[config.mk]
export PLATFORM = sky130hd
export DESIGN_NAME = lru_chunk_residency_tracker
export DESIGN_NICKNAME = d
export VERILOG_FILES = /design/src/sv/lcrt_pkg.sv /design/src/sv/lcrt_ram.sv /design/src/sv/lcrt_scan.sv /design/src/sv/lru_chunk_residency_tracker.sv
export VERILOG_INCLUDE_DIRS = /design/src /design/src/sv
export SDC_FILE = /design/constraint.sdc
export NUM_CORES = 2
export LEC_CHECK = 0
export BUFFER_PORTS_ARGS = -buffer_cell sky130_fd_sc_hd__buf_2
export CORE_MARGIN = 4
export CORE_UTILIZATION = 60
export DETAILED_ROUTE_END_ITERATION = 10
export PLACE_DENSITY = 0.85
export RECOVER_POWER = 50
export SYNTH_ARGS = -nofsm -noshare
export SYNTH_HDL_FRONTEND = slang
export SYNTH_SLANG_ARGS = --single-unit
[constraint.sdc]
create_clock -name clk_i -period 27.4 [get_ports clk_i]
set_input_delay 1.37 -clock clk_i [delete_from_list [all_inputs] [get_ports clk_i]]
set_output_delay 1.37 -clock clk_i [all_outputs]
set_load 0.03 [all_outputs]
[src/sv/lru_chunk_residency_tracker_assert.svh]
// Assertion macros shared by the chunk residency tracker RTL.
`ifndef LRU_CHUNK_RESIDENCY_TRACKER_ASSERT_SVH
`define LRU_CHUNK_RESIDENCY_TRACKER_ASSERT_SVH

// Same-cycle implication, sampled on clk_i and disabled while rst_ni is low.
`define LCRT_ASSERT_IMPL(label, ante, cons, msg) \
  label: assert property (@(posedge clk_i) disable iff (!rst_ni) (ante) |-> (cons)) \
    else $error(msg);

// Next-cycle implication, sampled on clk_i and disabled while rst_ni is low.
`define LCRT_ASSERT_NEXT(label, ante, cons, msg) \
  label: assert property (@(posedge clk_i) disable iff (!rst_ni) (ante) |=> (cons)) \
    else $error(msg);

`endif

[src/sv/lcrt_pkg.sv]
// Types and constants shared by the chunk residency tracker modules.
package lcrt_pkg;

  localparam int TAG_W       = 28;
  localparam int STAMP_W     = 64;
  localparam int WORD_W      = 2 * TAG_W + STAMP_W;
  localparam int CFG_W       = 5;
  localparam int SLOT_OUT_W  = 4;
  localparam int COUNT_OUT_W = 5;
  localparam int EV_CNT_W    = 4;
  localparam int IN_TDATA_W  = 64;
  localparam int OUT_TDATA_W = 72;
  localparam int OUT_TUSER_W = 2;

  localparam logic [EV_CNT_W-1:0] MAX_EVICT     = 4'd15;
  localparam logic [CFG_W-1:0]    CAPACITY_RST  = 5'd16;

  typedef enum logic [3:0] {
    ST_IDLE   = 4'b0001,
    ST_SCAN   = 4'b0010,
    ST_WAIT   = 4'b0100,
    ST_DECIDE = 4'b1000
  } lcrt_state_e;

  typedef struct packed {
    logic done;
    logic hit;
    logic have_min;
    logic have_free;
  } lcrt_scan_flags_t;

endpackage

[src/sv/lcrt_ram.sv]
// Generic single-port-write, single-port-read RAM with registered read data.
module lcrt_ram #(
  parameter int WIDTH = 8,
  parameter int DEPTH = 16,
  localparam int AW = (DEPTH > 1) ? $clog2(DEPTH) : 1
) (
  input  logic             clk_i,
  input  logic             we_i,
  input  logic [AW-1:0]    waddr_i,
  input  logic [WIDTH-1:0] wdata_i,
  input  logic             re_i,
  input  logic [AW-1:0]    raddr_i,
  output logic [WIDTH-1:0] rdata_o
);

  logic [WIDTH-1:0] mem_q [DEPTH];
  logic [WIDTH-1:0] rdata_q;

  always_ff @(posedge clk_i) begin
    if (we_i) begin
      mem_q[waddr_i] <= wdata_i;
    end
    if (re_i) begin
      rdata_q <= mem_q[raddr_i];
    end
  end

  assign rdata_o = rdata_q;

endmodule

[src/sv/lcrt_scan.sv]
// Slot scan unit: accumulates tag match, least-recent slot and first free slot.
module lcrt_scan import lcrt_pkg::*; #(
  parameter int SLOTS = 16,
  localparam int IDX_W = (SLOTS > 1) ? $clog2(SLOTS) : 1
) (
  input  logic              clk_i,
  input  logic              rst_ni,
  input  logic              start_i,
  input  logic              rd_vld_i,
  input  logic              rd_last_i,
  input  logic [IDX_W-1:0]  rd_idx_i,
  input  logic              rd_slot_vld_i,
  input  logic [WORD_W-1:0] rd_data_i,
  input  logic [TAG_W-1:0]  key_x_i,
  input  logic [TAG_W-1:0]  key_y_i,
  output lcrt_scan_flags_t  flags_o,
  output logic [IDX_W-1:0]  hit_idx_o,
  output logic [IDX_W-1:0]  min_idx_o,
  output logic [TAG_W-1:0]  min_tx_o,
  output logic [TAG_W-1:0]  min_ty_o,
  output logic [IDX_W-1:0]  free_idx_o
);

  lcrt_scan_flags_t   flags_q, flags_d;
  logic [IDX_W-1:0]   hit_idx_q, hit_idx_d;
  logic [IDX_W-1:0]   min_idx_q, min_idx_d;
  logic [IDX_W-1:0]   free_idx_q, free_idx_d;
  logic [TAG_W-1:0]   min_tx_q, min_tx_d;
  logic [TAG_W-1:0]   min_ty_q, min_ty_d;
  logic [STAMP_W-1:0] min_st_q, min_st_d;
  logic [TAG_W-1:0]   rd_tx;
  logic [TAG_W-1:0]   rd_ty;
  logic [STAMP_W-1:0] rd_st;

  assign rd_tx = rd_data_i[TAG_W-1:0];
  assign rd_ty = rd_data_i[2*TAG_W-1:TAG_W];
  assign rd_st = rd_data_i[WORD_W-1:2*TAG_W];

  always_comb begin
    flags_d    = flags_q;
    hit_idx_d  = hit_idx_q;
    min_idx_d  = min_idx_q;
    free_idx_d = free_idx_q;
    min_tx_d   = min_tx_q;
    min_ty_d   = min_ty_q;
    min_st_d   = min_st_q;
    if (start_i) begin
      flags_d = '0;
    end else if (rd_vld_i) begin
      if (rd_slot_vld_i && rd_tx == key_x_i && rd_ty == key_y_i && !flags_q.hit) begin
        flags_d.hit = 1'b1;
        hit_idx_d   = rd_idx_i;
      end
      if (rd_slot_vld_i && (!flags_q.have_min || rd_st < min_st_q)) begin
        flags_d.have_min = 1'b1;
        min_idx_d        = rd_idx_i;
        min_tx_d         = rd_tx;
        min_ty_d         = rd_ty;
        min_st_d         = rd_st;
      end
      if (!rd_slot_vld_i && !flags_q.have_free) begin
        flags_d.have_free = 1'b1;
        free_idx_d        = rd_idx_i;
      end
      if (rd_last_i) begin
        flags_d.done = 1'b1;
      end
    end
  end

  always_ff @(posedge clk_i or negedge rst_ni) begin
    if (!rst_ni) begin
      flags_q <= '0;
    end else begin
      flags_q <= flags_d;
    end
  end

  always_ff @(posedge clk_i) begin
    hit_idx_q  <= hit_idx_d;
    min_idx_q  <= min_idx_d;
    free_idx_q <= free_idx_d;
    min_tx_q   <= min_tx_d;
    min_ty_q   <= min_ty_d;
    min_st_q   <= min_st_d;
  end

  assign flags_o    = flags_q;
  assign hit_idx_o  = hit_idx_q;
  assign min_idx_o  = min_idx_q;
  assign min_tx_o   = min_tx_q;
  assign min_ty_o   = min_ty_q;
  assign free_idx_o = free_idx_q;

endmodule

[src/sv/lru_chunk_residency_tracker.sv]
// Top level of the LRU chunk residency tracker.
//
//   Channel   Direction  Request content
//   s_axis    in         block_x, block_y
//   m_axis    out        one result per eviction, then the access report (tlast)
//   cfg       in         capacity
//
// Each request or eviction re-scans the tag RAM one slot per cycle through its read port.
// A result waiting at m_axis stalls only the next result, not the next request.
// Reset clears all valid bits, the access clock and the occupancy; no clearing pass runs.
module lru_chunk_residency_tracker import lcrt_pkg::*; #(
  parameter int SLOTS       = 16,
  parameter int CHUNK_SHIFT = 4
) (
  input  logic                   clk_i,
  input  logic                   rst_ni,
  input  logic                   s_axis_tvalid,
  output logic                   s_axis_tready,
  // [31:0] block_x, [63:32] block_y
  input  logic [IN_TDATA_W-1:0]  s_axis_tdata,
  output logic                   m_axis_tvalid,
  input  logic                   m_axis_tready,
  // [3:0] slot, [31:4] chunk_x, [59:32] chunk_y, [64:60] resident_count, rest zero
  output logic [OUT_TDATA_W-1:0] m_axis_tdata,
  // [0] is_eviction, [1] hit
  output logic [OUT_TUSER_W-1:0] m_axis_tuser,
  output logic                   m_axis_tlast,
  input  logic                   cfg_valid_i,
  output logic                   cfg_ready_o,
  input  logic [CFG_W-1:0]       cfg_data_i
);

  localparam int IDX_W = (SLOTS > 1) ? $clog2(SLOTS) : 1;
  localparam int OCC_W = $clog2(SLOTS + 1);
  localparam int CAP_W = (OCC_W > CFG_W) ? OCC_W : CFG_W;
  localparam logic [IDX_W-1:0] LAST_IDX = IDX_W'(SLOTS - 1);

  lcrt_state_e        state_q, state_d;
  logic [IDX_W-1:0]   cnt_q, cnt_d;
  logic               first_q, first_d;
  logic [EV_CNT_W-1:0] ev_cnt_q, ev_cnt_d;
  logic [TAG_W-1:0]   cx_q, cx_d;
  logic [TAG_W-1:0]   cy_q, cy_d;
  logic [STAMP_W-1:0] clock_q, clock_d;
  logic [OCC_W-1:0]   occ_q, occ_d;
  logic [CFG_W-1:0]   cap_q, cap_d;
  logic [SLOTS-1:0]   valid_q, valid_d;
  logic               rd_vld_q, rd_last_q;
  logic [IDX_W-1:0]   rd_idx_q;
  logic               rd_sv_q;

  logic               out_valid_q, out_valid_d;
  logic               out_ev_q, out_hit_q, out_last_q;
  logic [IDX_W-1:0]   out_idx_q;
  logic [TAG_W-1:0]   out_cx_q, out_cy_q;
  logic [OCC_W-1:0]   out_occ_q;

  logic               ld;
  logic               ld_ev, ld_hit;
  logic [IDX_W-1:0]   ld_idx;
  logic [TAG_W-1:0]   ld_cx, ld_cy;
  logic [OCC_W-1:0]   ld_occ;

  logic               accept;
  logic               out_free;
  logic               scan_start;
  logic               ram_we;
  logic [IDX_W-1:0]   ram_waddr;
  logic [WORD_W-1:0]  ram_wdata;
  logic [WORD_W-1:0]  ram_rdata;
  logic [STAMP_W-1:0] clock_inc;
  logic signed [31:0] bx_shift, by_shift;
  logic [CAP_W-1:0]   cap_nz, cap_eff;
  logic               need_evict;
  logic [OCC_W-1:0]   occ_dec;
  logic [IDX_W-1:0]   ins_idx;
  logic [IDX_W+SLOT_OUT_W-1:0]  slot_wide;
  logic [OCC_W+COUNT_OUT_W-1:0] count_wide;

  lcrt_scan_flags_t   flags;
  logic [IDX_W-1:0]   hit_idx, min_idx, free_idx;
  logic [TAG_W-1:0]   min_tx, min_ty;

  assign accept        = s_axis_tvalid && s_axis_tready;
  assign s_axis_tready = (state_q == ST_IDLE);
  assign cfg_ready_o   = 1'b1;
  assign out_free      = !out_valid_q || m_axis_tready;
  assign clock_inc     = clock_q + STAMP_W'(1);

  assign bx_shift = $signed(s_axis_tdata[31:0]) >>> CHUNK_SHIFT;
  assign by_shift = $signed(s_axis_tdata[63:32]) >>> CHUNK_SHIFT;

  assign cap_nz     = (cap_q == '0) ? CAP_W'(1) : CAP_W'(cap_q);
  assign cap_eff    = (cap_nz > CAP_W'(SLOTS)) ? CAP_W'(SLOTS) : cap_nz;
  assign need_evict = (CAP_W'(occ_q) >= cap_eff) && (ev_cnt_q < MAX_EVICT) && flags.have_min;
  assign occ_dec    = (occ_q != '0) ? occ_q - OCC_W'(1) : occ_q;
  assign ins_idx    = flags.have_free ? free_idx : '0;

  always_comb begin
    state_d    = state_q;
    cnt_d      = cnt_q;
    first_d    = first_q;
    ev_cnt_d   = ev_cnt_q;
    cx_d       = cx_q;
    cy_d       = cy_q;
    clock_d    = clock_q;
    occ_d      = occ_q;
    valid_d    = valid_q;
    scan_start = 1'b0;
    ram_we     = 1'b0;
    ram_waddr  = ins_idx;
    ram_wdata  = {clock_inc, cy_q, cx_q};
    ld         = 1'b0;
    ld_ev      = 1'b0;
    ld_hit     = 1'b0;
    ld_idx     = ins_idx;
    ld_cx      = cx_q;
    ld_cy      = cy_q;
    ld_occ     = occ_q;
    case (state_q)
      ST_IDLE: begin
        if (accept) begin
          cx_d       = bx_shift[TAG_W-1:0];
          cy_d       = by_shift[TAG_W-1:0];
          first_d    = 1'b1;
          ev_cnt_d   = '0;
          cnt_d      = '0;
          scan_start = 1'b1;
          state_d    = ST_SCAN;
        end
      end
      ST_SCAN: begin
        cnt_d = cnt_q + IDX_W'(1);
        if (cnt_q == LAST_IDX) begin
          state_d = ST_WAIT;
        end
      end
      ST_WAIT: begin
        if (flags.done) begin
          state_d = ST_DECIDE;
        end
      end
      ST_DECIDE: begin
        if (out_free) begin
          ld = 1'b1;
          if (first_q && flags.hit) begin
            ram_we    = 1'b1;
            ram_waddr = hit_idx;
            clock_d   = clock_inc;
            ld_hit    = 1'b1;
            ld_idx    = hit_idx;
            state_d   = ST_IDLE;
          end else if (need_evict) begin
            valid_d[min_idx] = 1'b0;
            occ_d            = occ_dec;
            ev_cnt_d         = ev_cnt_q + EV_CNT_W'(1);
            first_d          = 1'b0;
            ld_ev            = 1'b1;
            ld_idx           = min_idx;
            ld_cx            = min_tx;
            ld_cy            = min_ty;
            ld_occ           = occ_dec;
            cnt_d            = '0;
            scan_start       = 1'b1;
            state_d          = ST_SCAN;
          end else begin
            ram_we           = 1'b1;
            valid_d[ins_idx] = 1'b1;
            clock_d          = clock_inc;
            if (flags.have_free) begin
              occ_d  = occ_q + OCC_W'(1);
              ld_occ = occ_q + OCC_W'(1);
            end
            state_d = ST_IDLE;
          end
        end
      end
      default: begin
        state_d = ST_IDLE;
      end
    endcase
  end

  always_comb begin
    cap_d = cap_q;
    if (cfg_valid_i) begin
      cap_d = cfg_data_i;
    end
    out_valid_d = out_valid_q && !m_axis_tready;
    if (ld) begin
      out_valid_d = 1'b1;
    end
  end

  always_ff @(posedge clk_i or negedge rst_ni) begin
    if (!rst_ni) begin
      state_q     <= ST_IDLE;
      cnt_q       <= '0;
      first_q     <= 1'b0;
      ev_cnt_q    <= '0;
      clock_q     <= '0;
      occ_q       <= '0;
      cap_q       <= CAPACITY_RST;
      valid_q     <= '0;
      rd_vld_q    <= 1'b0;
      rd_last_q   <= 1'b0;
      out_valid_q <= 1'b0;
    end else begin
      state_q     <= state_d;
      cnt_q       <= cnt_d;
      first_q     <= first_d;
      ev_cnt_q    <= ev_cnt_d;
      clock_q     <= clock_d;
      occ_q       <= occ_d;
      cap_q       <= cap_d;
      valid_q     <= valid_d;
      rd_vld_q    <= (state_q == ST_SCAN);
      rd_last_q   <= (state_q == ST_SCAN) && (cnt_q == LAST_IDX);
      out_valid_q <= out_valid_d;
    end
  end

  always_ff @(posedge clk_i) begin
    cx_q     <= cx_d;
    cy_q     <= cy_d;
    rd_idx_q <= cnt_q;
    rd_sv_q  <= valid_q[cnt_q];
    if (ld) begin
      out_ev_q   <= ld_ev;
      out_hit_q  <= ld_hit;
      out_last_q <= !ld_ev;
      out_idx_q  <= ld_idx;
      out_cx_q   <= ld_cx;
      out_cy_q   <= ld_cy;
      out_occ_q  <= ld_occ;
    end
  end

  lcrt_ram #(
    .WIDTH (WORD_W),
    .DEPTH (SLOTS)
  ) u_tag_ram (
    .clk_i   (clk_i),
    .we_i    (ram_we),
    .waddr_i (ram_waddr),
    .wdata_i (ram_wdata),
    .re_i    (state_q == ST_SCAN),
    .raddr_i (cnt_q),
    .rdata_o (ram_rdata)
  );

  lcrt_scan #(
    .SLOTS (SLOTS)
  ) u_scan (
    .clk_i         (clk_i),
    .rst_ni        (rst_ni),
    .start_i       (scan_start),
    .rd_vld_i      (rd_vld_q),
    .rd_last_i     (rd_last_q),
    .rd_idx_i      (rd_idx_q),
    .rd_slot_vld_i (rd_sv_q),
    .rd_data_i     (ram_rdata),
    .key_x_i       (cx_q),
    .key_y_i       (cy_q),
    .flags_o       (flags),
    .hit_idx_o     (hit_idx),
    .min_idx_o     (min_idx),
    .min_tx_o      (min_tx),
    .min_ty_o      (min_ty),
    .free_idx_o    (free_idx)
  );

  assign slot_wide  = {{SLOT_OUT_W{1'b0}}, out_idx_q};
  assign count_wide = {{COUNT_OUT_W{1'b0}}, out_occ_q};

  assign m_axis_tvalid = out_valid_q;
  assign m_axis_tlast  = out_last_q;
  assign m_axis_tuser  = {out_hit_q, out_ev_q};
  assign m_axis_tdata  = {7'd0, count_wide[COUNT_OUT_W-1:0], out_cy_q, out_cx_q,
                          slot_wide[SLOT_OUT_W-1:0]};

  `include "lru_chunk_residency_tracker_assert.svh"

  `LCRT_ASSERT_IMPL(a_occ_bound, 1'b1, occ_q <= OCC_W'(SLOTS), "Occupancy exceeds slot count.")
  `LCRT_ASSERT_NEXT(a_accept_scans, accept, state_q == ST_SCAN, "Request did not start a scan.")
  `LCRT_ASSERT_IMPL(a_idle_no_read, state_q == ST_IDLE, !rd_vld_q, "Read data pending while idle.")
  `LCRT_ASSERT_IMPL(a_evict_not_last, out_valid_q && out_ev_q, !out_last_q && !out_hit_q,
                    "Eviction result marked as access report.")

endmodule
==> results.ini <==
[synth]
yosysMostFrequentCell = edfxtp_1
syn_inst = 5166
synth_area_leaders = edfxtp_1, mux4_2, mux2i_1, dfrtp_1, nand2_1
synth_edf_count = 2296
synth_area_um2 = 93900
ys_dominant_reg_cell = edfxtp_1
async_reset_ff_frac = 0.0456
syn_avg_cell_area_um2 = 18.2
synth_common_cells = edfxtp_1, nand2_1, mux2i_1
synth_area_leader_cell = edfxtp_1
ys_seq_elements = 2411
seq_area_frac_synth = 0.765
synth_top_area_frac = 0.734
yosysUniqueCellTypes = 66
ys_warn_count = 0

[outcome]
outcome = finished with violations
violations = max-capacitance violations, max-slew violations

[critical_path]
crit_type = flip-flop to flip-flop
critPathArrivalTime_ns = 11.08
reg2regPathDepth = 7
worst_path_max_delay_cell = nand2_1
path_depth = 7
max_stage_delay_ns = 3.55
cp-start-kind = flip-flop
worst_ep_required_time_ns = 27.98
path_buf_inv = 2
crit_path_cell_trace = clkbuf_1 -> nand2_1 -> buf_4 -> o21ai_0 -> a21oi_1 -> o21ai_0 -> nand2_1
path_max_fanout = 59
rrSetupSlack_ns = 16.90
critPathTopFamily = buffers and inverters
end_kind = flip-flop

[global_routing]
grt.overflow.total = 0
antenna_found_initial = 7
grt_usage = 0.283
grt_pass1_wl_um = 340000
grt_util_met2 = 0.454
grt_max_degree = 141
top_usage_layer = met2
met3_usage = 0.0673
grt_pass1_vias = 53100
grt_util_met1 = 0.370

[detailed_routing]
post-route-drc-count = 0
vias = 51600
routedWlPerCell_um = 30.5
final_antenna_net_count = 0
drt-total-wl_um = 232000
first_iter_violations = 7534
avgViaCountPerCell = 6.78
drtPass1Iterations = 8

[sta]
fin_setup_tns_ns = 0
fin_crit_ns = 10.50
hold_viol_final = 0
fmax_mhz = 95.2
fin_worst_skew_ns = 0.0538
rsz0062_at_grt = false
tightest_slew_ns = 5.02
slew_violations = 841
relSlewSlack = -2.34
finalSetupViolCount = 0
fin_crit_sh = 0.383

[clocking]
h-tree-depth = 4
clock-root-buffer = clkbuf_16
clk_pin_slew_ns = 0.07
cts_made_buffers = 221
clockBufferDepth = 3
cts_sinks = 2411
holdBufCountCts = 0
post_cts_buffers = 0
cts_tree = done
clock_latency_ns = 0.88
post_cts_resized = 0

[placement]
gp_congestion = 0.815
hpwl_um = 115000
port_buffers = 135

[layout]
fill_cells = 8958
final_util = 0.674
layout.nets = 5510
area_growth_pct = 11.1
drive_above_1_share = 0.153

[floorplan]
die_w_um = 404
core-area_um2 = 155000
die_h_um = 404
die-area_um2 = 163000
start_util = 0.607
rows = 144
io_pins = 152

[worst_hold_path]
min_path_type = flip-flop to flip-flop
worst_hold_path.num_cells = 0

[pwr]
p_leak_nw = 34.9
vdd.ir_drop.worst_uv = 83.5
power.density_nw_per_um2 = 83.9

[run]
cap_violations = 17

==> report_power, final <==
group          internal (W)  switching [W]  leakage, nW
clock network       0.00180        0.00136         3.63
logic              0.000589       0.000685         8.05
registers           0.00418       0.000146         23.2
==> worst reg2reg max path, delay by kind of cell (launching register included) <==
family                 cells  cell delay [ns]
and+or+nand+nor            2             3.72
DFF                        1             1.62
buffers and inverters      2             4.08
AOI/OAI and AO/OA          3             0.78
==> path summary, 6_finish.rpt <==
kind / to / startpoint
hold / removal: u_scan.min_st_q[31] / u_tag_ram.rdata_o[87]
max in group asynchronous: cnt_q[0] / rst_ni
min in group asynchronous: cap_q[0] / rst_ni
setup reg to reg: u_tag_ram.rdata_o[42] / cnt_q[2]
hold reg to reg: u_scan.min_st_q[31] / u_tag_ram.rdata_o[87]
setup / recovery: u_tag_ram.rdata_o[42] / cnt_q[2]
==> registers in the layout, indices dropped and copies added (netlist names), 5 cells and up <==
name,cells
clock_q,64
out_cx_q,28
u_scan.min_ty_o,28
u_scan.min_st_q,64
valid_q,16
cx_q,28
u_scan.min_tx_o,28
out_occ_q,5
occ_q,5
cap_q,5
u_tag_ram.rdata_o,120
u_tag_ram.mem_q,1920
out_cy_q,28
cy_q,28
==> per-layer routing <==
metal | share of wire | wire length (um)
met1 | 0.34 | 79000
met2 | 0.48 | 112000
met3 | 0.12 | 28900
met4 | 0.050 | 11700
met5 | 0.00012 | 27
==> layout make-up <==
cell class	count	area [um2]	share of cell area
clock inverters	137	1580	0.0152
repair buffers	220	1200	0.0115
multi-input cells	2427	20900	0.201
well taps	2044	2560	0.0245
clock buffers	281	5910	0.0566
flip-flops and latches	2411	71800	0.688
diodes	4	10.0	0.0000960
inverters	82	312	0.00299
==> cells in the final DEF (no fill, tap or decap), types with 126 or more instances in the layout <==
| cell | n |
|---|---|
| a21oi_1 | 161 |
| nand2_1 | 394 |
| o21ai_0 | 291 |
| clkbuf_1 | 146 |
| mux2_2 | 127 |
| a22oi_1 | 126 |
| edfxtp_1 | 2296 |
| clkbuf_16 | 223 |
| mux2i_1 | 364 |
| mux4_2 | 242 |
==> cell families (layout without fill, tap and decap cells) <==
group,count (synthesis),count (layout),synth area share
AO/OA/AOI/OAI,757,757,0.0502
XOR/XNOR,183,183,0.0171
adder cells (fa/ha/maj),73,73,0.00973
buffers and inverters,334,720,0.0140
flip-flops,2411,2411,0.765
multiplexers,733,733,0.112
other,2,12,0.0000800
AND/OR/NAND/NOR,673,673,0.0324
==> stage by stage <==
stage	area, um2	power (W)	hold slack, ns	setup WS (ns)	instances
6_report	104000	0.00875	0.460	16.90	7606
3_5_place_dp	97000	0.00561	0.443	21.01	7183
2_1_floorplan	93900	0.00530	0.372	12.43	5172
4_1_cts	105000	0.00874	0.460	20.96	7601
5_1_grt	104000	0.00902	0.465	16.74	7602
3_3_place_gp	97000	0.00557	0.434	21.02	7183
No activity file was read; power rests on OpenSTA's default activity.
